## src/rtl/core/htr_pkg.sv

```systemverilog
// Shared types for the humidity/temperature sensor readout sequencer.
`default_nettype none

package htr_pkg;

	typedef enum logic [2:0] {
		OP_START,
		OP_WRITE,
		OP_READ_ACK,
		OP_READ_NACK,
		OP_STOP,
		OP_WAIT,
		OP_REPORT
	} bus_op_t;

	typedef enum logic [2:0] {
		ST_OK,
		ST_ADDR_NACK,
		ST_CMD_NACK,
		ST_TIMEOUT,
		ST_CRC_ERR
	} status_t;

	typedef struct packed {
		bus_op_t            bus_op;
		logic [7:0]         bus_byte;
		logic [15:0]        wait_time;
		status_t            status;
		logic signed [11:0] value;
		logic               last;
	} res_t;

	typedef struct packed {
		logic [6:0]  device_address;
		logic [7:0]  temp_command;
		logic [7:0]  humid_command;
		logic [7:0]  poll_limit;
		logic [15:0] wait_micros;
	} cfg_t;

	typedef struct packed {
		logic ld_hi;
		logic ld_lo;
	} conv_ctl_t;

endpackage

`default_nettype wire

```

## src/rtl/core/htr_cfg.sv

```systemverilog
// APB configuration registers of the sensor readout sequencer.
`default_nettype none

module htr_cfg import htr_pkg::*; (
	input  wire logic        clk,
	input  wire logic        arst_n,
	input  wire logic        psel,
	input  wire logic        penable,
	input  wire logic        pwrite,
	input  wire logic [4:0]  paddr,
	input  wire logic [31:0] pwdata,
	output logic      [31:0] prdata,
	output logic             pready,
	output cfg_t             cfg
);

	typedef enum logic [2:0] {
		REG_DEV_ADDR,
		REG_TEMP_CMD,
		REG_HUMID_CMD,
		REG_POLL_LIMIT,
		REG_WAIT_MICROS
	} reg_idx_t;

	logic [2:0] idx;
	logic       wr;
	cfg_t       cfg_q;

	assign idx    = paddr[4:2];
	assign wr     = psel && penable && pwrite;
	assign pready = 1'b1;
	assign cfg    = cfg_q;

	always_ff @(posedge clk or negedge arst_n) begin
		if (!arst_n) begin
			cfg_q.device_address <= 7'd64;
			cfg_q.temp_command   <= 8'd243;
			cfg_q.humid_command  <= 8'd245;
			cfg_q.poll_limit     <= 8'd255;
			cfg_q.wait_micros    <= 16'd1000;
		end else if (wr) begin
			case (idx)
				REG_DEV_ADDR:    cfg_q.device_address <= pwdata[6:0];
				REG_TEMP_CMD:    cfg_q.temp_command   <= pwdata[7:0];
				REG_HUMID_CMD:   cfg_q.humid_command  <= pwdata[7:0];
				REG_POLL_LIMIT:  cfg_q.poll_limit     <= pwdata[7:0];
				REG_WAIT_MICROS: cfg_q.wait_micros    <= pwdata[15:0];
				default: ;
			endcase
		end
	end

	always_comb begin
		case (idx)
			REG_DEV_ADDR:    prdata = {25'd0, cfg_q.device_address};
			REG_TEMP_CMD:    prdata = {24'd0, cfg_q.temp_command};
			REG_HUMID_CMD:   prdata = {24'd0, cfg_q.humid_command};
			REG_POLL_LIMIT:  prdata = {24'd0, cfg_q.poll_limit};
			REG_WAIT_MICROS: prdata = {16'd0, cfg_q.wait_micros};
			default:         prdata = 32'd0;
		endcase
	end

endmodule

`default_nettype wire

```

## src/rtl/core/htr_conv.sv

```systemverilog
// Data byte capture, CRC-8 check value and fixed-point conversion.
`default_nettype none

module htr_conv import htr_pkg::*; (
	input  wire logic               clk,
	input  conv_ctl_t               ctl,
	input  wire logic [7:0]         data,
	input  wire logic               kind,
	output logic      [7:0]         crc,
	output logic signed [11:0]      value
);

	localparam logic [7:0]         CRC_POLY   = 8'h31;
	localparam logic [30:0]        TEMP_SCALE = 31'd17572;
	localparam logic signed [31:0] TEMP_OFS   = 32'sd307036160;
	localparam logic [22:0]        HUM_SCALE  = 23'd125;
	localparam logic signed [11:0] HUM_OFS    = 12'sd6;
	localparam logic [29:0]        RECIP_TEN  = 30'd52429;

	function automatic logic [7:0] crc8(input logic [7:0] crc_in, input logic [7:0] b);
		logic [7:0] c;
		c = crc_in ^ b;
		for (int i = 0; i < 8; i++) begin
			c = c[7] ? ((c << 1) ^ CRC_POLY) : (c << 1);
		end
		return c;
	endfunction

	logic [7:0]         hi_q;
	logic [7:0]         crc_hi_q;
	logic [7:0]         crc_q;
	logic [30:0]        prod_q;
	logic [6:0]         hum_q;
	logic [15:0]        raw;
	logic [22:0]        hum_prod;
	logic signed [31:0] num;
	logic               neg;
	logic [29:0]        mag;
	logic [13:0]        whole;
	logic [29:0]        q_prod;
	logic signed [11:0] t_abs;
	logic signed [11:0] t_val;
	logic signed [11:0] h_val;

	assign raw      = {hi_q, data};
	assign hum_prod = 23'(raw) * HUM_SCALE;

	always_ff @(posedge clk) begin
		if (ctl.ld_hi) begin
			hi_q     <= data;
			crc_hi_q <= crc8(8'h00, data);
		end
		if (ctl.ld_lo) begin
			crc_q  <= crc8(crc_hi_q, data);
			prod_q <= 31'(31'(raw) * TEMP_SCALE);
			hum_q  <= hum_prod[22:16];
		end
	end

	// truncate toward zero: floor on the magnitude, then restore the sign
	assign num    = $signed({1'b0, prod_q}) - TEMP_OFS;
	assign neg    = num[31];
	assign mag    = neg ? 30'(-num) : num[29:0];
	assign whole  = mag[29:16];
	assign q_prod = 30'(whole) * RECIP_TEN;
	assign t_abs  = $signed({1'b0, q_prod[29:19]});
	assign t_val  = neg ? -t_abs : t_abs;
	assign h_val  = $signed({5'd0, hum_q}) - HUM_OFS;

	assign crc   = crc_q;
	assign value = kind ? h_val : t_val;

endmodule

`default_nettype wire

```

## src/rtl/core/htr_outq.sv

```systemverilog
// Two-entry result buffer feeding the result channel.
`default_nettype none

module htr_outq import htr_pkg::*; (
	input  wire logic       clk,
	input  wire logic       arst_n,
	input  wire logic       load,
	input  wire logic [1:0] load_cnt,
	input  res_t            r0,
	input  res_t            r1,
	input  wire logic       res_stall,
	output logic            res_valid,
	output res_t            res,
	output logic            free
);

	logic [1:0] cnt_q;
	res_t       slot0_q;
	res_t       slot1_q;
	logic       take;

	assign res_valid = cnt_q != 2'd0;
	assign res       = slot0_q;
	assign take      = res_valid && !res_stall;
	assign free      = (cnt_q == 2'd0) || (cnt_q == 2'd1 && take);

	always_ff @(posedge clk or negedge arst_n) begin
		if (!arst_n) begin
			cnt_q <= 2'd0;
		end else if (load) begin
			cnt_q <= load_cnt;
		end else if (take) begin
			cnt_q <= cnt_q - 2'd1;
		end
	end

	always_ff @(posedge clk) begin
		if (load) begin
			slot0_q <= r0;
			slot1_q <= r1;
		end else if (take) begin
			slot0_q <= slot1_q;
		end
	end

`ifndef NO_ASSERTIONS
	a_cnt_range: assert property (@(posedge clk) disable iff (!arst_n)
		cnt_q != 2'd3) else $error("result count out of range");
	a_load_free: assert property (@(posedge clk) disable iff (!arst_n)
		load |-> free) else $error("results loaded over pending transaction");
	a_hold: assert property (@(posedge clk) disable iff (!arst_n)
		res_valid && res_stall && !load |=> $stable(slot0_q))
		else $error("stalled result changed");
`endif

endmodule

`default_nettype wire

```

## src/rtl/core/htr_seq.sv

```systemverilog
// Input register and measurement sequence state machine.
`default_nettype none

module htr_seq import htr_pkg::*; (
	input  wire logic        clk,
	input  wire logic        arst_n,
	input  wire logic        cmd_valid,
	output logic             cmd_stall,
	input  wire logic [1:0]  action,
	input  wire logic        kind,
	input  wire logic        acked,
	input  wire logic [7:0]  read_byte,
	input  cfg_t             cfg,
	input  wire logic        free,
	input  wire logic [7:0]  crc,
	input  wire logic signed [11:0] conv_value,
	output conv_ctl_t        conv_ctl,
	output logic [7:0]       conv_data,
	output logic             conv_kind,
	output logic             load,
	output logic [1:0]       load_cnt,
	output res_t             r0,
	output res_t             r1
);

	typedef enum logic [2:0] {
		PH_IDLE,
		PH_ADDR_ACK,
		PH_CMD_ACK,
		PH_DELAY,
		PH_POLL_ACK,
		PH_READ
	} phase_t;

	typedef enum logic [1:0] {
		ACT_START,
		ACT_ACK,
		ACT_READ,
		ACT_WAIT_DONE
	} action_t;

	function automatic res_t mk(input bus_op_t op, input logic [7:0] b, input logic [15:0] wt,
			input status_t st, input logic signed [11:0] v, input logic lst);
		res_t r;
		r.bus_op    = op;
		r.bus_byte  = b;
		r.wait_time = wt;
		r.status    = st;
		r.value     = v;
		r.last      = lst;
		return r;
	endfunction

	phase_t     phase_q, phase_d;
	logic       kind_q, kind_d;
	logic [7:0] attempts_q, attempts_d;
	logic [1:0] idx_q, idx_d;

	logic       valid_s1;
	action_t    action_s1;
	logic       kind_s1;
	logic       acked_s1;
	logic [7:0] byte_s1;

	logic       proc;
	logic [7:0] addr_w;
	logic [7:0] addr_r;

	assign proc      = valid_s1 && free;
	assign cmd_stall = valid_s1 && !proc;
	assign load      = proc;
	assign addr_w    = {cfg.device_address, 1'b0};
	assign addr_r    = {cfg.device_address, 1'b1};
	assign conv_data = byte_s1;
	assign conv_kind = kind_q;

	always_comb begin
		phase_d    = phase_q;
		kind_d     = kind_q;
		attempts_d = attempts_q;
		idx_d      = idx_q;
		load_cnt   = 2'd0;
		conv_ctl   = '0;
		r0         = mk(OP_STOP, 8'd0, 16'd0, ST_OK, 12'sd0, 1'b0);
		r1         = mk(OP_REPORT, 8'd0, 16'd0, ST_OK, 12'sd0, 1'b1);
		case (action_s1)
			ACT_START: begin
				if (phase_q == PH_IDLE) begin
					kind_d   = kind_s1;
					r0       = mk(OP_START, 8'd0, 16'd0, ST_OK, 12'sd0, 1'b0);
					r1       = mk(OP_WRITE, addr_w, 16'd0, ST_OK, 12'sd0, 1'b1);
					load_cnt = 2'd2;
					phase_d  = PH_ADDR_ACK;
				end
			end
			ACT_ACK: begin
				case (phase_q)
					PH_ADDR_ACK: begin
						if (!acked_s1) begin
							r1.status = ST_ADDR_NACK;
							load_cnt  = 2'd2;
							phase_d   = PH_IDLE;
						end else begin
							r0 = mk(OP_WRITE, kind_q ? cfg.humid_command : cfg.temp_command,
								16'd0, ST_OK, 12'sd0, 1'b1);
							load_cnt = 2'd1;
							phase_d  = PH_CMD_ACK;
						end
					end
					PH_CMD_ACK: begin
						load_cnt = 2'd2;
						if (!acked_s1) begin
							r1.status = ST_CMD_NACK;
							phase_d   = PH_IDLE;
						end else begin
							r1         = mk(OP_WAIT, 8'd0, cfg.wait_micros, ST_OK, 12'sd0, 1'b1);
							attempts_d = cfg.poll_limit - 8'd1;
							phase_d    = PH_DELAY;
						end
					end
					PH_POLL_ACK: begin
						if (acked_s1) begin
							r0       = mk(OP_READ_ACK, 8'd0, 16'd0, ST_OK, 12'sd0, 1'b1);
							load_cnt = 2'd1;
							idx_d    = 2'd0;
							phase_d  = PH_READ;
						end else if (attempts_q == 8'd0) begin
							r1.status = ST_TIMEOUT;
							load_cnt  = 2'd2;
							phase_d   = PH_IDLE;
						end else begin
							r0         = mk(OP_WAIT, 8'd0, cfg.wait_micros, ST_OK, 12'sd0, 1'b1);
							load_cnt   = 2'd1;
							attempts_d = attempts_q - 8'd1;
							phase_d    = PH_DELAY;
						end
					end
					default: ;
				endcase
			end
			ACT_WAIT_DONE: begin
				if (phase_q == PH_DELAY) begin
					r0       = mk(OP_START, 8'd0, 16'd0, ST_OK, 12'sd0, 1'b0);
					r1       = mk(OP_WRITE, addr_r, 16'd0, ST_OK, 12'sd0, 1'b1);
					load_cnt = 2'd2;
					phase_d  = PH_POLL_ACK;
				end
			end
			ACT_READ: begin
				if (phase_q == PH_READ) begin
					case (idx_q)
						2'd0: begin
							conv_ctl.ld_hi = 1'b1;
							r0       = mk(OP_READ_ACK, 8'd0, 16'd0, ST_OK, 12'sd0, 1'b1);
							load_cnt = 2'd1;
							idx_d    = 2'd1;
						end
						2'd1: begin
							conv_ctl.ld_lo = 1'b1;
							r0       = mk(OP_READ_NACK, 8'd0, 16'd0, ST_OK, 12'sd0, 1'b1);
							load_cnt = 2'd1;
							idx_d    = 2'd2;
						end
						default: begin
							if (crc != byte_s1) begin
								r1.status = ST_CRC_ERR;
							end else begin
								r1.value = conv_value;
							end
							load_cnt = 2'd2;
							idx_d    = 2'd0;
							phase_d  = PH_IDLE;
						end
					endcase
				end
			end
			default: ;
		endcase
		if (!proc) begin
			conv_ctl = '0;
		end
	end

	always_ff @(posedge clk or negedge arst_n) begin
		if (!arst_n) begin
			phase_q    <= PH_IDLE;
			kind_q     <= 1'b0;
			attempts_q <= 8'd0;
			idx_q      <= 2'd0;
			valid_s1   <= 1'b0;
		end else begin
			if (proc) begin
				phase_q    <= phase_d;
				kind_q     <= kind_d;
				attempts_q <= attempts_d;
				idx_q      <= idx_d;
			end
			if (!cmd_stall) begin
				valid_s1 <= cmd_valid;
			end
		end
	end

	always_ff @(posedge clk) begin
		if (cmd_valid && !cmd_stall) begin
			action_s1 <= action_t'(action);
			kind_s1   <= kind;
			acked_s1  <= acked;
			byte_s1   <= read_byte;
		end
	end

`ifndef NO_ASSERTIONS
	a_idx: assert property (@(posedge clk) disable iff (!arst_n)
		phase_q == PH_READ |-> idx_q != 2'd3) else $error("read byte index invalid");
	a_stall: assert property (@(posedge clk) disable iff (!arst_n)
		cmd_stall |-> valid_s1 && !free) else $error("stall without pending transaction");
	a_report: assert property (@(posedge clk) disable iff (!arst_n)
		proc && phase_q != PH_IDLE && phase_d == PH_IDLE
		|-> load_cnt == 2'd2 && r1.bus_op == OP_REPORT)
		else $error("sequence ended without report");
	a_start: assert property (@(posedge clk) disable iff (!arst_n)
		proc && phase_q == PH_IDLE |-> phase_d == PH_IDLE || phase_d == PH_ADDR_ACK)
		else $error("bad exit from idle");
`endif

endmodule

`default_nettype wire

```

## src/rtl/core/i2c_humidity_temp_readout.sv

```systemverilog
// Top level of the I2C humidity/temperature sensor readout sequencer.
// Usage: each command transaction (action, kind, acked, read_byte) reports one
// event from a byte-level I2C master: start request, ack status, received byte
// or end of a wait. The block answers with zero, one or two result
// transactions (bus_op, bus_byte, wait_time, status, value, last) telling the
// master what to do next; last marks the final result of a command.
// Both channels use valid/stall; a transaction moves when valid is high and
// stall is low. Commands that do not fit the current phase give no result.
// A command is registered, then evaluated into the two-entry result buffer
// once that buffer is free; the results are offered from the buffer registers.
// Throughput: one command per cycle when commands give at most one result and
// the result side does not stall; a command that gives two results holds the
// next command back until its second result moves. The drain of the result
// buffer sets this. While the result side stalls, the buffer holds and the
// command register fills, then cmd_stall rises. Reset clears the phase to idle
// and the registers to their default values; the user must write configuration
// over the APB port only while no sequence is in flight; this is not enforced.
`default_nettype none

module i2c_humidity_temp_readout import htr_pkg::*; (
	input  wire logic        clk,
	input  wire logic        arst_n,
	input  wire logic        psel,
	input  wire logic        penable,
	input  wire logic        pwrite,
	input  wire logic [4:0]  paddr,
	input  wire logic [31:0] pwdata,
	output logic      [31:0] prdata,
	output logic             pready,
	input  wire logic        cmd_valid,
	output logic             cmd_stall,
	input  wire logic [1:0]  action,
	input  wire logic        kind,
	input  wire logic        acked,
	input  wire logic [7:0]  read_byte,
	output logic             res_valid,
	input  wire logic        res_stall,
	output logic [2:0]       bus_op,
	output logic [7:0]       bus_byte,
	output logic [15:0]      wait_time,
	output logic [2:0]       status,
	output logic signed [11:0] value,
	output logic             last
);

	cfg_t               cfg;
	conv_ctl_t          conv_ctl;
	logic [7:0]         conv_data;
	logic               conv_kind;
	logic [7:0]         crc;
	logic signed [11:0] conv_value;
	logic               free;
	logic               load;
	logic [1:0]         load_cnt;
	res_t               r0;
	res_t               r1;
	res_t               res;

	htr_cfg u_cfg (
		.clk     (clk),
		.arst_n  (arst_n),
		.psel    (psel),
		.penable (penable),
		.pwrite  (pwrite),
		.paddr   (paddr),
		.pwdata  (pwdata),
		.prdata  (prdata),
		.pready  (pready),
		.cfg     (cfg)
	);

	htr_seq u_seq (
		.clk        (clk),
		.arst_n     (arst_n),
		.cmd_valid  (cmd_valid),
		.cmd_stall  (cmd_stall),
		.action     (action),
		.kind       (kind),
		.acked      (acked),
		.read_byte  (read_byte),
		.cfg        (cfg),
		.free       (free),
		.crc        (crc),
		.conv_value (conv_value),
		.conv_ctl   (conv_ctl),
		.conv_data  (conv_data),
		.conv_kind  (conv_kind),
		.load       (load),
		.load_cnt   (load_cnt),
		.r0         (r0),
		.r1         (r1)
	);

	htr_conv u_conv (
		.clk   (clk),
		.ctl   (conv_ctl),
		.data  (conv_data),
		.kind  (conv_kind),
		.crc   (crc),
		.value (conv_value)
	);

	htr_outq u_outq (
		.clk       (clk),
		.arst_n    (arst_n),
		.load      (load),
		.load_cnt  (load_cnt),
		.r0        (r0),
		.r1        (r1),
		.res_stall (res_stall),
		.res_valid (res_valid),
		.res       (res),
		.free      (free)
	);

	assign bus_op    = res.bus_op;
	assign bus_byte  = res.bus_byte;
	assign wait_time = res.wait_time;
	assign status    = res.status;
	assign value     = res.value;
	assign last      = res.last;

endmodule

`default_nettype wire

```

## config.mk

```make
export PLATFORM = sky130hd
export DESIGN_NAME = i2c_humidity_temp_readout
export DESIGN_NICKNAME = d
export VERILOG_FILES = /design/src/rtl/core/htr_pkg.sv /design/src/rtl/core/htr_cfg.sv /design/src/rtl/core/htr_conv.sv /design/src/rtl/core/htr_outq.sv /design/src/rtl/core/htr_seq.sv /design/src/rtl/core/i2c_humidity_temp_readout.sv
export SDC_FILE = /design/constraint.sdc
export NUM_CORES = 1
export LEC_CHECK = 0
export BUFFER_PORTS_ARGS = -buffer_cell sky130_fd_sc_hd__buf_2
export CORE_ASPECT_RATIO = 0.7
export CORE_MARGIN = 1
export CORE_UTILIZATION = 49
export CTS_CLUSTER_DIAMETER = 60
export CTS_CLUSTER_SIZE = 28
export DETAILED_ROUTE_END_ITERATION = 10
export HOLD_SLACK_MARGIN = 0.03
export PLACE_DENSITY = 0.73
export SYNTH_ARGS = -nofsm -noshare
export SYNTH_HDL_FRONTEND = slang
export SYNTH_HIERARCHICAL = 1
export SYNTH_SLANG_ARGS = --single-unit
```

## constraint.sdc

```tcl
create_clock -name clk -period 17.6 [get_ports clk]
set_input_delay 0 -clock clk [delete_from_list [all_inputs] [get_ports clk]]
set_output_delay 0 -clock clk [all_outputs]
set_load 0.05 [all_outputs]
```

==> summary.txt, run 1 <==
Hold path
  – Hold EP: u_cfg/cfg[27]
  – HP Class: input port to flop
  – Hold path startpoint: penable
  – Worst Hold Path Cells: 4

STA
  – # setup viols final: 0
  – Final hold slack: 0.08999 ns
  – Tcrit/Tclk final: 53.82%
  – RSZ-0062 raised after global routing: no
  – Rel. slew slack: 12.47%
  – Setup Skew: 0.04035 ns
  – TNS Setup: 0 ns
  – Hold Fails Final Rpt: 0
  – Max Slew Vio Count: 0
  – Shortest period the worst path allows: 9.472 ns
  – Actual slew at the worst max-slew pin: 1.313 ns
  – Fmax: 105.6 MHz

Yosys
  – Mapped Avg Cell Area: 11.44 um^2
  – Ranking of synthesized cells by area: edfxtp_1, ha_1, fa_1
  – Total number of yosys warnings: 6
  – Synth cell types: 103
  – Synth Area in Compound Gates: under 10%
  – Register bit total from synthesis: 222
  – Largest family of logic cells by synthesized area: adder cells
  – XOR/XNOR Fraction of Synth Area: roughly 5.3%
  – Top-area cell type share of the netlist area: between 20% and 30%
  – Post-Synth Adder-Cell Area: 29.92%
  – Most frequent cell after synthesis: ha_1
  – Post-synthesis mux area share: under 10%
  – Number of synthesized flops with an enable pin: 158
  – Main synth FF type: edfxtp_1
  – Register area share after synthesis: between 30% and 40%
  – Synth Area in Simple Gates: 10.17%
  – Post-Synthesis Cells: 1719
  – Post-Syn Area: 19660 um^2
  – Post-synth top area cell: edfxtp_1
  – Most frequent cells after synthesis: ha_1, inv_1, edfxtp_1, fa_1, mux2_2
  – Post-synth ARST share: 28.83%

Routing
  – # DRC: 0
  – Routed WL per cell: 17.17 um
  – Final Routed Wirelength: between 40000 and 50000 um
  – Detailed Routing Iterations Pass 1: 5
  – Via/cell ratio: around 5.4
  – Vias: 12892
  – Post-DRT Antenna Nets: 0
  – DRT iter0 DRCs: 778

Global routing
  – Pin count of the biggest net entering global routing: 79
  – Total grt overflow: 0
  – GRT Util Overall: 20.47%
  – First-pass GRT wire length: 66760 um
  – Number of global-route vias before repair: 13002
  – Initial antenna violation count: 2

Setup path
  – CP arrival: 9.80 ns
  – Worst path slowest cell: xnor2_1
  – R2r setup slk: 8.13 ns
  – FF-to-FF End: u_outq/slot1_q[4]
  – Worst path max stage delay: 0.58 ns
  – Worst reg2reg path depth: 33
  – RR Startpoint: u_conv/prod_q[16]
  – Largest delay share family, worst path: adder cells
  – Crit Path Category: flop to flop
  – Required time of the worst setup path: 17.92 ns
  – CP endpoint kind: flop
  – Startpoint types: flop
  – CP Max Fanout: 9
  – WP buf/inv: 5

Clock network
  – TritonCTS clock tree: yes
  – H-tree depth: 1
  – Inserted Clock Buffers: 15
  – Reg clk slew, reported paths: around 0.10 ns
  – Buffers inserted during post-CTS setup optimization: 0
  – Clock buffer depth: 3
  – Clk sinks: about 220
  – Root Driver: clkbuf_16
  – PostCTS Resize Cnt: 0
  – # hold bufs at CTS: 32
  – Clock latency on the worst-skew pair: 0.52 ns

Run
  – # Max-Cap Violations: 0

Power
  – Overall power: 3.653 mW
  – Power per cell area: 170.7 nW/um^2
  – VDD IR max: 0.1156 mV
  – LEAKAGE: 9.667 nW

Cells and area
  – Final non-filler cell total: 2367
  – Proportion of layout cells with a drive suffix above 1: 16.41%
  – Synthesis-to-layout area growth: 8.844%
  – Nets@finish: 2276
  – Antenna Cells: 0
  – Final Instance Area: 21400 um^2

Placement
  – Hpwl dp: 31980 um
  – DP Area: 20530 um^2
  – Placed cells: between 2000 and 2500
  – Placer Congestion: roughly 0.92
  – I/O Buffers: 98

Floorplanning
  – Core ar.: 38960 um^2
  – Die span in x: 241.4 um
  – FP Rows: 60
  – Die height: 169.6 um
  – # IOs: 134
  – Initial core utilization: 50.47%
  – Die Area: 40950 um^2

Outcome
  – Status: finished, final reports clean
power breakdown:
part / internal, mW / switching [mW]
clock: 0.187 / 0.205
sequential: 0.780 / 0.107
combinational: 0.952 / 1.42
metal layers:
layer  routed length [um]  GRT usage (%)  part of all wire (%)  vias up
li1                     -              -                     -     6150
met1                20360          31.66                    50     6396
met2                17120          29.74                    42      318
met3                 2729          4.408                   6.7       28
met4                  435          2.752                   1.1        0
met5                    0              0                     0        -
sequential cells by signal, summed over array words and instances, names as in the netlist, 3 cells and up:
name and count:
u_conv/hi_q 8, u_conv/crc_hi_q 8, u_seq/attempts_q 8, u_conv/prod_q 29, u_outq/res 43, u_cfg/cfg 47, u_seq/conv_data 8, u_conv/hum_q 7
u_outq/slot1_q 43, u_conv/crc 8, u_seq/phase_q 3
tightest hold or removal path, delay by kind of cell:
kind / cells / cell delay, ns
buffers and inverters: 1 / 0.12
AND/OR/NAND/NOR: 2 / 0.22
multiplexers: 1 / 0.24
metrics by stage:
step / setup WS [ns] / util, %
2_1_floorplan: 9.569 / -
3_3_place_gp: 8.445 / 52.68
3_5_place_dp: 8.328 / 52.68
4_1_cts: 8.264 / 54.93
5_1_grt: 7.404 / 54.93
6_report: 8.128 / 54.93
cell usage in the layout, fill, tap and decap left out, types with 7 or more instances in the layout:
cell	netlist	routed
ha_1	251	251
inv_1	223	222
edfxtp_1	158	158
fa_1	137	137
buf_2	12	98
mux2_2	84	84
xnor2_1	82	82
nor2_1	72	72
and2_1	65	65
a21oi_1	51	51
nand2_1	44	44
o21ai_0	40	40
nor3_1	41	39
xor2_1	38	38
dfrtp_1	37	37
conb_1	4	33
dlygate4sd3_1	0	32
dfstp_2	27	27
mux2i_1	23	23
mux2_4	19	19
nand3_1	17	17
clkbuf_16	0	15
nand2b_1	15	15
a21o_1	14	14
buf_4	34	10
o21a_1	10	10
nor2b_1	10	10
or3_1	9	9
nor4_1	9	9
nand4_1	7	7
or2_2	7	7
a211oi_1	7	7
logic make-up after synthesis:
logic type,after synthesis
xor+xnor,120
compound gates,213
mux,128
simple gates,348
buf+inv,296
fa+ha+maj,388
other cells,4
flops,222
cell type report:
cell class	instances	area, um^2
sequential	222	6380
timing repair buffer	140	885.9
inverter	223	838.3
tap	527	659.4
multi-input combinational	1230	12080
clock inverter	8	172.7
fill	3233	17560
clock buffer	17	382.9
worst max-delay path by stage:
| stage | start | end | slack, ns | cells after the start |
|---|---|---|---|---|
| 3_3_place_gp | u_conv/prod_q[24] | u_outq/slot1_q[4] | 8.44 | 27 |
| 3_5_place_dp | u_conv/prod_q[16] | u_outq/slot1_q[4] | 8.33 | 31 |
| 6_report | u_conv/prod_q[16] | u_outq/slot1_q[4] | 8.13 | 33 |
| 2_1_floorplan | u_conv/prod_q[16] | u_outq/slot1_q[11] | 9.57 | 34 |
| 4_1_cts | u_conv/prod_q[16] | u_outq/slot1_q[4] | 8.26 | 33 |
| 5_1_grt | u_conv/prod_q[16] | u_outq/slot1_q[4] | 7.40 | 35 |
(Power assumes the default switching activity.)
==> run 2: changes to the inputs <==
- clock period: 17.6 -> 9.03 ns (I/O delays scaled with it)
==> run 2 against run 1 <==
  * Count of clock-buffer cells in the layout unchanged
  * Clock power increased by 91%
  * Core utilization increased by 0.36 points
  * Largest power group unchanged
==> summary.txt, run 2 (synthesized netlist as in run 1, its figures left out) <==
Placement
  – DP Area: 20590 um^2 (+0.33%)
  – I/O Buffers: 98 (unchanged)
  – Hpwl dp: 32810 um (+2.6%)
  – Placer Congestion: 0.9137 (-0.65%)

STA
  – Setup Skew: 0.03992 ns (-0.0004310 ns)
  – Max Slew Vio Count: 0 (unchanged)
  – TNS Setup: 0 ns (unchanged)
  – Rel. slew slack: 19.84% (+7.4 points)
  – # setup viols final: 0 (unchanged)
  – RSZ-0062 raised after global routing: no
  – Actual slew at the worst max-slew pin: 1.202 ns (-0.1105 ns)
  – Hold Fails Final Rpt: 0 (unchanged)
  – Shortest period the worst path allows: 8.530 ns (-0.9418 ns)
  – Tcrit/Tclk final: 94.46% (+41 points)
  – Final hold slack: 0.05682 ns (-0.03317 ns)
  – Fmax: 117.2 MHz (+11%)

Routing
  – # DRC: 0 (unchanged)
  – Final Routed Wirelength: 42160 um (+3.7%)
  – Post-DRT Antenna Nets: 0 (unchanged)
  – Vias: 13017 (+0.97%)
  – Detailed Routing Iterations Pass 1: 5 (unchanged)
  – DRT iter0 DRCs: 919 (+18%)
  – Routed WL per cell: 17.73 um (+3.3%)
  – Via/cell ratio: 5.474 (+0.50%)

Global routing
  – First-pass GRT wire length: 68480 um (+2.6%)
  – Total grt overflow: 0 (unchanged)
  – Global routing's busiest layer: met1
  – Number of global-route vias before repair: 13043 (+0.32%)
  – GRT Util Overall: 21.12% (+0.64 points)
  – M3 GR Usage: 3.692% (-0.72 points)
  – Initial antenna violation count: 0 (-2)
  – Pin count of the biggest net entering global routing: 78 (-1.3%)
  – GR Util met1: 32.87% (+1.2 points)
  – Met2 GRT Util: 30.93% (+1.2 points)

Floorplanning
  – Core ar.: 38960 um^2 (unchanged)
  – Die span in x: 241.4 um (unchanged)
  – FP Rows: 60 (unchanged)
  – Initial core utilization: 50.47% (unchanged)
  – Die Area: 40950 um^2 (unchanged)
  – Die height: 169.6 um (unchanged)
  – # IOs: 134 (unchanged)

Clock network
  – Clock buffer depth: 3 (unchanged)
  – Reg clk slew, reported paths: 0.11 ns (about the same)
  – Root Driver: clkbuf_16
  – TritonCTS clock tree: yes
  – Inserted Clock Buffers: 15 (unchanged)
  – Clock latency on the worst-skew pair: 0.52 ns (about the same)
  – H-tree depth: 1 (unchanged)
  – Clk sinks: 222 (unchanged)

Hold path
  – Worst Hold Path Cells: 3 (-1)
  – HP Class: input port to flop
  – Hold path startpoint: paddr[4]
  – Hold EP: u_cfg/cfg[35]

Cells and area
  – Synthesis-to-layout area growth: 9.557%
  – Proportion of layout cells with a drive suffix above 1: 17.61% (+1.2 points)
  – Multi-input logic area: 12180 um^2 (+0.77%)
  – Layout fillers: 3300 (+2.1%)
  – Max reg flops: 47 (unchanged)
  – Antenna Cells: 0 (unchanged)
  – Register area: 6380 um^2 (unchanged)
  – Commonest non-fill, non-tap cell in the layout: ha_1
  – Final Instance Area: 21540 um^2 (+0.66%)
  – Nets@finish: 2286 (+0.44%)
  – Most frequent cells in the layout: ha_1, inv_1, edfxtp_1, fa_1, buf_2

Setup path
  – Crit Path Category: flop to flop
  – CP arrival: 8.80 ns (-1.00 ns)
  – RR Startpoint: u_conv/prod_q[24]
  – CP endpoint kind: flop
  – Required time of the worst setup path: 9.30 ns (-8.62 ns)
  – Worst path slowest cell: or4_1
  – FF-to-FF End: u_outq/slot1_q[11]
  – Worst reg2reg path depth: 31 (-6.1%)
  – R2r setup slk: 0.50 ns (-7.63 ns)
  – Worst path max stage delay: 0.59 ns (about the same)
  – CP Max Fanout: 8 (-1)
  – Startpoint types: flop

Outcome
  – Status: finished, final reports clean

Power
  – VDD IR max: 0.2550 mV (+120%)
  – Power per cell area: 339.8 nW/um^2 (+99%)
  – LEAKAGE: 9.731 nW (+0.66%)

Run
  – # Max-Cap Violations: 0 (unchanged)
==> run 2: changes by cell type in the layout (fill, tap and decap cells not counted), sizes merged <==
cell / change
bufinv: -1
buf: +11
clkinvlp: +1
clkinv: -3
dlygate4sd3: -1
inv: +4
==> run 2: worst max path at each step <==
stage | slack (ns) | end | start
detailed placement | 0.12 | u_outq/slot1_q[11] | u_conv/prod_q[17]
global route | 0.007 | u_outq/slot1_q[11] | u_conv/prod_q[24]
CTS | 0.09 | u_outq/slot1_q[11] | u_conv/prod_q[17]
floorplan | 1.0 | u_outq/slot1_q[11] | u_conv/prod_q[16]
global placement | 0.50 | u_outq/slot1_q[11] | u_conv/prod_q[17]
finish | 0.50 | u_outq/slot1_q[11] | u_conv/prod_q[24]
==> run 2: worst max-delay path, delay by kind of cell (launching register included) <==
family,cells,cell delay (ns)
DFF,1,0.55
buffers and inverters,5,0.36
AOI/OAI and AO/OA,9,2.11
xor gates and xnor gates,3,0.66
and+or+nand+nor,6,1.17
adders and majority gates,8,3.48
==> run 2: area by class of cell <==
class / instances / area share, %
repair buffers: 150 / 4.449
well taps: 527 / 3.061
clock inverters: 9 / 0.6853
flip-flops and latches: 222 / 29.61
clock buffers: 17 / 1.777
inverters: 223 / 3.891
multi-input cells: 1230 / 56.52
==> run 2: metal layers <==
layer	vias up	wire length (um)
met1	6473	21400
met5	-	0
met4	0	547
li1	6169	-
met3	47	2435
met2	328	17780
==> run 2: power by group <==
part	switching [mW]	total, mW	internal (mW)	leakage (nW)
clock network	0.407	0.749	0.342	0.251
logic	2.88	4.83	1.95	7.21
registers	0.219	1.74	1.52	2.27
==> run 2: what timing repair did <==
item,4_1_cts,5_1_grt
endpoints found under the setup margin,0,11
setup buffers,0,2
resized for setup,0,15
hold buffers,31,0
hold endpoints to repair,99,0
==> run 2: metrics by stage <==
stage / cells / power, mW / utilization (%) / setup slack, ns
final: 2378 / 7.319 / 55.29 / 0.5002
after global routing: 2378 / 7.961 / 55.29 / 0.006538
after detailed placement: 2319 / 6.393 / 52.86 / 0.1212
after CTS: 2376 / 7.204 / 55.02 / 0.09129
after global placement: 2319 / 6.228 / 52.86 / 0.4954
after floorplan: 1748 / 5.309 / - / 0.9993
==> run 3: changes to the inputs <==
- BUFFER_PORTS_ARGS: -buffer_cell sky130_fd_sc_hd__buf_2 -> -buffer_cell sky130_fd_sc_hd__buf_4
==> run 3 against run 2 <==
  * Combinational power about the same
  * Total power about the same
  * Final cell count about the same
  * Routed wire length down 0.57%
  * Core utilization up 0.48 points
  * Critical path type unchanged
  * Largest power group unchanged
==> summary.txt, run 3 (synthesized netlist as in run 1, its figures left out) <==
Outcome
  – Status: finished, final reports clean

Floorplanning
  – Die span in x: 241.4 um (unchanged)
  – # IOs: 134 (unchanged)
  – Die height: 169.6 um (unchanged)
  – Core ar.: 38960 um^2 (unchanged)
  – Die Area: 40950 um^2 (unchanged)
  – FP Rows: 60 (unchanged)
  – Initial core utilization: 50.47% (unchanged)

Routing
  – Vias: 12921 (-0.74%)
  – Post-DRT Antenna Nets: 0 (unchanged)
  – DRT iter0 DRCs: 966 (+5.1%)
  – Via/cell ratio: 5.438 (-0.65%)
  – Detailed Routing Iterations Pass 1: 5 (unchanged)
  – Routed WL per cell: 17.64 um (-0.49%)
  – Final Routed Wirelength: 41920 um (-0.57%)
  – # DRC: 0 (unchanged)

Cells and area
  – Final non-filler cell total: 2376 (-0.084%)
  – Max reg flops: 47 (unchanged)
  – Most frequent cells in the layout: ha_1, inv_1, edfxtp_1, fa_1, buf_4
  – Nets@finish: 2285 (-0.044%)
  – Final Instance Area: 21730 um^2 (+0.86%)
  – Commonest non-fill, non-tap cell in the layout: ha_1
  – Synthesis-to-layout area growth: 10.50%
  – Antenna Cells: 0 (unchanged)
  – Proportion of layout cells with a drive suffix above 1: 17.41% (-0.20 points)

Global routing
  – Initial antenna violation count: 0 (unchanged)
  – First-pass GRT wire length: 67910 um (-0.83%)
  – Number of global-route vias before repair: 13021 (-0.17%)
  – GRT Util Overall: 20.87% (-0.25 points)
  – Pin count of the biggest net entering global routing: 81 (+3.8%)
  – Total grt overflow: 0 (unchanged)

Clock network
  – Clk sinks: 222 (unchanged)
  – Reg clk slew, reported paths: 0.11 ns (about the same)
  – Clock latency on the worst-skew pair: 0.51 ns (about the same)
  – TritonCTS clock tree: yes
  – Root Driver: clkbuf_16
  – H-tree depth: 1 (unchanged)
  – Clock buffer depth: 3 (unchanged)
  – Inserted Clock Buffers: 15 (unchanged)

Hold path
  – Worst Hold Path Cells: 4 (+1)
  – Hold path startpoint: penable
  – Hold EP: u_cfg/cfg[31]
  – HP Class: input port to flop

Power
  – Overall power: 7.325 mW (about the same)
  – Power per cell area: 337.1 nW/um^2 (-0.78%)
  – VDD IR max: 0.2336 mV (-8.4%)
  – LEAKAGE: 9.780 nW (+0.51%)

Placement
  – Placer Congestion: 0.9002 (-1.5%)
  – I/O Buffers: 98 (unchanged)
  – Hpwl dp: 32730 um (-0.25%)
  – Placed cells: 2316 (-0.13%)
  – Pre-CTS setup slack: 0.3424 ns (+0.2212 ns)
  – DP Area: 20820 um^2 (+1.1%)

STA
  – TNS Setup: 0 ns (unchanged)
  – Actual slew at the worst max-slew pin: 1.201 ns (-0.0009950 ns)
  – Shortest period the worst path allows: 8.561 ns (+0.03111 ns)
  – Rel. slew slack: 19.91% (+0.066 points)
  – Max Slew Vio Count: 0 (unchanged)
  – Tcrit/Tclk final: 94.81% (+0.34 points)
  – Setup Skew: 0.02871 ns (-0.01120 ns)
  – Fmax: 116.8 MHz (-0.36%)
  – Final WS setup: 0.4691 ns (-0.03111 ns)
  – # setup viols final: 0 (unchanged)
  – Hold Fails Final Rpt: 0 (unchanged)

Setup path
  – Worst reg2reg path depth: 31 (unchanged)
  – CP endpoint kind: flop
  – CP arrival: 8.81 ns (about the same)
  – R2r setup slk: 0.47 ns (-0.03 ns)
  – Startpoint types: flop
  – Worst path max stage delay: 0.59 ns (about the same)
  – CP Max Fanout: 8 (unchanged)
  – FF-to-FF End: u_outq/slot1_q[11]
  – RR Startpoint: u_conv/prod_q[24]
  – Worst path slowest cell: or4_1
  – Crit Path Category: flop to flop
  – CP startpoint: u_conv/prod_q[24]
  – Required time of the worst setup path: 9.28 ns (-0.02 ns)

Run
  – # Max-Cap Violations: 0 (unchanged)
==> run 3: repair_timing <==
item,4_1_cts,5_1_grt
endpoints found under the setup margin,0,11
setup buffers,0,3
endpoints found under the hold margin,99,0
hold buffers,32,0
gates resized for setup,0,12
==> run 3: how the worst max path moves through the flow <==
stage,end,slack (ns),depth (start not counted)
2_1_floorplan,u_outq/slot1_q[11],1.0,34
3_3_place_gp,u_outq/slot1_q[11],0.53,32
3_5_place_dp,u_outq/slot1_q[11],0.34,32
4_1_cts,u_outq/slot1_q[11],0.34,32
5_1_grt,u_outq/slot1_q[11],-0.04,37
6_report,u_outq/slot1_q[11],0.47,31
==> run 3: metal layers <==
layer / vias up / share of wire (%) / wire (um) / GRT usage, %
met1: 6330 / 51 / 21510 / 32.84
met2: 371 / 42 / 17590 / 30.65
met4: 0 / 1.2 / 485 / 2.889
li1: 6181 / - / - / -
met5: - / 0 / 0 / 0
met3: 39 / 5.6 / 2339 / 3.107
==> run 3: where the power goes <==
part           switching (mW)  internal [mW]  total, mW  leakage (nW)
clock network           0.381          0.357      0.738         0.246
logic                    2.86           2.00       4.86          7.26
registers               0.205           1.52       1.73          2.27
total                    3.45           3.87       7.32          9.78
==> run 3: critical path: cells and delay by family, from the launching register on <==
kind	cells	cell delay, ns
AOI/OAI and AO/OA	9	1.98
adders and majority gates	8	3.43
DFF	1	0.54
and+or+nand+nor	6	1.42
buffers and inverters	5	0.37
xor gates and xnor gates	3	0.59
==> run 3: through the flow <==
stage | utilization, % | hold slack, ns
final | 55.77 | 0.1098
after global routing | 55.77 | 0.1070
after CTS | 55.53 | 0.09868
after detailed placement | 53.43 | 0.1751
after global placement | 53.43 | 0.1680
after floorplan | - | -0.2956
==> run 3: cell type report <==
type                            count  area [um^2]
Sequential cell                   222         6380
Clock inverter                      8        115.1
Clock buffer                       17        382.9
Fill cell                        3240        17230
Inverter                          223        838.3
Tap cell                          527        659.4
Timing Repair Buffer              149         1199
Multi-Input combinational cell   1230        12150
